<file path="src/rtl/core/lfps_pkg.sv">
// Shared types, constants and helpers for the line-follow PD steering unit.
// No dependencies.
package lfps_pkg;

    localparam int PROD_W = 59;
    localparam int ERR_W  = 48;
    localparam int CORR_W = 52;
    localparam int NORM_W = 17;

    localparam logic [16:0] ONE_Q16     = 17'd65536;
    localparam logic [7:0]  STOP_LINES  = 8'd2;
    localparam logic [25:0] WHITE_LIMIT = 26'd65536;

    localparam logic [1:0] STOP_NONE  = 2'd0;
    localparam logic [1:0] STOP_LINE  = 2'd1;
    localparam logic [1:0] STOP_WHITE = 2'd2;

    localparam logic [2:0] REG_CAL_MIN_A   = 3'd0;
    localparam logic [2:0] REG_CAL_MIN_B   = 3'd1;
    localparam logic [2:0] REG_CAL_MAX_A   = 3'd2;
    localparam logic [2:0] REG_CAL_MAX_B   = 3'd3;
    localparam logic [2:0] REG_PROP_GAIN   = 3'd4;
    localparam logic [2:0] REG_DERIV_GAIN  = 3'd5;
    localparam logic [2:0] REG_SPEED_SCALE = 3'd6;

    localparam logic [5:0] NORM_STEPS  = 6'd17;
    localparam logic [5:0] DERIV_STEPS = 6'd33;

    typedef struct packed {
        logic        start;
        logic [31:0] rem_init;
        logic [32:0] dividend;
        logic [31:0] divisor;
        logic [5:0]  steps;
    } div_req_t;

    function automatic logic [15:0] sat_level(input logic signed [CORR_W-1:0] lvl);
        logic signed [CORR_W-1:0] v;
        logic [15:0] r;
        begin
            v = lvl >>> 2;
            if (v > $signed(52'sd32767))
                r = 16'h7FFF;
            else if (v < -$signed(52'sd32768))
                r = 16'h8000;
            else
                r = v[15:0];
            return r;
        end
    endfunction

endpackage

</file>
<file path="src/rtl/core/lfps_mul.sv">
// Registered signed multiplier shared by the gain and derivative terms.
// Depends on lfps_pkg for the product width.
module lfps_mul (
    input  logic                               clk,
    input  logic signed [33:0]                 a,
    input  logic signed [24:0]                 b,
    output logic signed [lfps_pkg::PROD_W-1:0] p
);
    import lfps_pkg::*;

    logic signed [PROD_W-1:0] p_reg;

    always_ff @(posedge clk)
    begin
        p_reg <= a * b;
    end

    assign p = p_reg;

endmodule

</file>
<file path="config.mk">
export PLATFORM = sky130hd
export DESIGN_NAME = lfps_mul
export DESIGN_NICKNAME = d
export VERILOG_FILES = /design/src/rtl/core/lfps_pkg.sv /design/src/rtl/core/lfps_mul.sv
export SDC_FILE = /design/constraint.sdc
export NUM_CORES = 2
export LEC_CHECK = 0
export ABC_CLOCK_PERIOD_IN_PS = 24400
export BUFFER_PORTS_ARGS = -buffer_cell sky130_fd_sc_hd__buf_4
export CAP_MARGIN = 20
export CORE_MARGIN = 5
export CORE_UTILIZATION = 50
export CTS_CLUSTER_SIZE = 20
export DETAILED_ROUTE_END_ITERATION = 8
export GPL_ROUTABILITY_DRIVEN = 0
export GPL_TIMING_DRIVEN = 0
export PLACE_DENSITY = 0.73
export SLEW_MARGIN = 20
export SYNTH_ARGS = -nofsm -noshare
export SYNTH_HDL_FRONTEND = slang
export SYNTH_SLANG_ARGS = --single-unit
</file>
<file path="constraint.sdc">
create_clock -name clk -period 24.4 [get_ports clk]
set_clock_uncertainty 0.1 [all_clocks]
set_input_delay 4.88 -clock clk [delete_from_list [all_inputs] [get_ports clk]]
set_output_delay 4.88 -clock clk [all_outputs]
set_load 0.03 [all_outputs]
</file>
# [After elaboration in Yosys (flattened, before gate mapping)]
# Index checks and enable logic that the tools add are counted.
[totals] wordCells=2 register_bits=59
[op_classes] mul=1
[ops] op="$mul 34x25->59" n=1

# [Logic depth before layout (Yosys ltp)]
[logic_depth] word_depth=1 depth_mapped=27

# [Worst setup path after synthesis]
# Ideal clock, no wire load.
[synth_timing] path_kind="input to register" start="input a[33]" end="register p_reg[56], in the netlist p[56]" setup_time_ns=0.072 arrival_ns=10.959 slack_ns=13.269 path_stages=23 cell_sequence="clkbuf_1 nand2_1 inv_1 fa_1 fa_1 inv_1 fa_1 inv_1 fa_1 fa_1 fa_1 inv_1 fa_1 inv_1 ha_1 clkbuf_1 a21oi_1 o21ai_0 or3_1 nor3_2 o31ai_4 a221oi_2 xnor2_1"
[synth_between] elab_chain_cells=1
[synth_rtl] element="start, declared" line_no="lfps_mul.sv:5" source="input logic signed [33:0] a,"
[synth_rtl] element="$mul 34x25->59" line_no="lfps_mul.sv:15" source="p_reg <= a * b;"
[synth_rtl] element="end signal, assigned" line_no="lfps_mul.sv:15"
[synth_rtl] element="end, declared" line_no="lfps_mul.sv:11" source="logic signed [PROD_W-1:0] p_reg;"
# No other way between the ends.

# [Final worst setup path]
[layout_timing] start="input b[9]" end="register p_reg[58], in the netlist p[58]"
[layout_between] elab_chain_cells=1
[layout_rtl] element="start, declared" line_no="lfps_mul.sv:6" source="input logic signed [24:0] b,"
[layout_rtl] element="$mul 34x25->59" line_no="lfps_mul.sv:15"
# No other way between the ends.

==> metrics.txt <==
Tightest Hold Check Type input port to flip-flop; cell count after placement between 4,000 and 5,000; number of flip-flops in the largest register 59; CTS Hold Bufs 0; I/O pin count 119; MaxCap Viol Count 0; Fin Setup TNS 0 ns; CTS tree built; # H-tree levels 3; worst-path maximum fanout 10; Worst setup SP type input port; Critical Path Sink Type flip-flop; # setup viols final 0; pin count of the biggest net entering global routing 15; drt first pass iters 5; Seq/Total Area, Yosys 0.0382; layout cells sized above 1 0.0476; antenna violations before repair 13; Post-Syn Nets approximately 4,400; Clock Sinks 59; #FFs+latches synth between 50 and 60; cell row count between 90 and 100; Port Buffer Count approximately 120; DR WL/cell roughly 23 um; min Tclk post-route between 10 and 15 ns; RSZ-0062 raised after global routing false; final hold violations 0; Crit path arrival time 13.16 ns; clock transition at the registers of the reported paths ~0.06 ns; # resized after CTS 0; Vert. Die Dim ~260 um; total gr overflow 0; Synth cell types 65; data required time of the worst path 24.57 ns; status finished clean; number of global-route vias before repair about 25,000; Max transition margin 0.226; vias per inst 5.53; Die Footprint around 67,000 sq um; Fillers 5,603; Slew @ Worst Pin approximately 1.2 ns; total number of vias ~23,000; first-pass GRT wire length 149 mm; Total Routing Usage GR 0.297; Initial Util 0.503; Post-Route WL between 90 and 100 mm; antenna viol nets, final 0; syn avg cell area roughly 9.5 sq um; Core Area between 60,000 and 70,000 sq um; Cell Area, Synth 30,900 sq um; fin cells about 4,200; Tcrit/Tclk final 0.532; final layout net count about 4,500; Ys Warns 0; Final Util 0.538; DIE WIDTH ~260 um; clock root cell clkbuf_16; post-synthesis async set-or-reset flop share 0; P&R area growth vs syn 6.93%; Main synth FF type dfxtp_1; fmax roughly 77 MHz; Post-CTS Setup Bufs 0; clk buf depth 2; Pins Over Slew Limit 0; hpwl dp ~82 mm; Post-synth EDFFs 0; DRC viols 0; Iter 0 DRT Violations between 1,500 and 2,000; Post-Synthesis Cells between 3,000 and 4,000; CP Class input port to flip-flop; cts bufs inserted 9
==> worst max-delay path, cell delays in order <==
cell	delay, ns
buf_4	0.15
clkbuf_1	0.88
nand2_1	0.16
fa_1	0.52
inv_1	0.05
fa_1	0.52
inv_1	0.06
fa_1	0.48
inv_1	0.05
fa_1	0.48
fa_1	0.52
fa_1	0.49
inv_1	0.05
fa_1	0.47
inv_1	0.04
ha_1	0.38
nand2_1	0.26
nor4_1	0.73
nor3b_2	0.75
o211ai_1	0.38
a31oi_1	0.44
o211ai_1	0.18
a22o_1	0.23
==> per-layer routing <==
| layer | global-route usage | vias to the layer above | part of all wire |
|---|---|---|---|
| met5 | 0 | - | 0.00078 |
| met4 | 0.174 | 10 | 0.075 |
| met3 | 0.0739 | 359 | 0.11 |
| met2 | 0.464 | 1316 | 0.45 |
| met1 | 0.380 | 11901 | 0.36 |
| li1 | - | 9614 | - |
==> metrics by stage <==
stage | cell area (sq um) | hold slack [ns] | setup WS (ns)
6_report | 33100 | 4.76 | 11.41
5_1_grt | 33100 | 4.75 | 11.27
4_1_cts | 33100 | 4.74 | 11.67
3_5_place_dp | 32800 | 5.15 | 11.30
3_3_place_gp | 32800 | 5.15 | 11.33
2_1_floorplan | 30900 | 4.91 | 13.27
==> cell families after synthesis <==
kind of cell | after synthesis | synth area share
fa+ha+maj | 1024 | 0.624
mux | 1 | 0.000364
buf+inv | 973 | 0.118
compound gates | 173 | 0.0388
flops | 59 | 0.0382
simple gates | 975 | 0.161
xor+xnor | 67 | 0.0190
==> layout make-up <==
cell class                      count  area, sq um  area share
Clock inverter                      5         30.0    0.000908
Antenna cell                        3         7.51    0.000227
Tap cell                          790          988      0.0299
Buffer                            162          614      0.0186
Multi-Input combinational cell   2240        26100       0.789
Sequential cell                    59         1180      0.0357
Clock buffer                       11          233     0.00704
Timing Repair Buffer              118          886      0.0268
Inverter                          811         3040      0.0920
==> cells in the mapped netlist, types with 2 or more instances <==
cell type  number  area share
a211oi_1        2     0.00049
a211oi_2        2     0.00081
a21boi_1        3     0.00073
a21o_1         22      0.0053
a21oi_1        56      0.0091
a221oi_1        4      0.0011
a221oi_2        2     0.00097
a22o_1          2     0.00057
a31oi_1        10      0.0020
and2_1        425       0.086
and3_1         14      0.0028
and4_1          3     0.00085
buf_2           5     0.00081
clkbuf_1      157       0.019
dfxtp_1        59       0.038
fa_1          865        0.56
ha_1          159       0.064
inv_1         810       0.098
nand2_1       431       0.052
nand2b_1       11      0.0022
nand3_1         9      0.0015
nand4_1         7      0.0014
nor2_1         24      0.0029
nor2b_1        31      0.0063
nor3_1          4     0.00065
nor3_2          2     0.00065
nor4_1          2     0.00040
o211ai_1        6      0.0015
o21a_1          5      0.0012
o21ai_0        12      0.0019
o21ai_1        12      0.0019
o21bai_1       13      0.0032
o31ai_2         3      0.0012
or3_1           4     0.00081
xnor2_1        52       0.015
xor2_1         15      0.0042
==> cell usage in the layout (no fill, tap or decap), types with 14 or more instances in the layout <==
cell	n
xnor2_1	52
inv_1	810
nand2_1	431
nor2b_1	31
xor2_1	15
and2_1	425
buf_4	118
and3_1	14
clkbuf_1	159
dfxtp_1	59
a21oi_1	56
a21o_1	22
fa_1	865
nor2_1	24
ha_1	159
==> final timing paths <==
check,from,endpoint,cells past startpoint
worst min-delay path,a[0],p[0]$_DFF_P_,2
worst max-delay path,b[9],p[58]$_DFF_P_,23
Power is not shown: default switching activity piles up to over one toggle a cycle in this logic, so the estimate is an artifact.
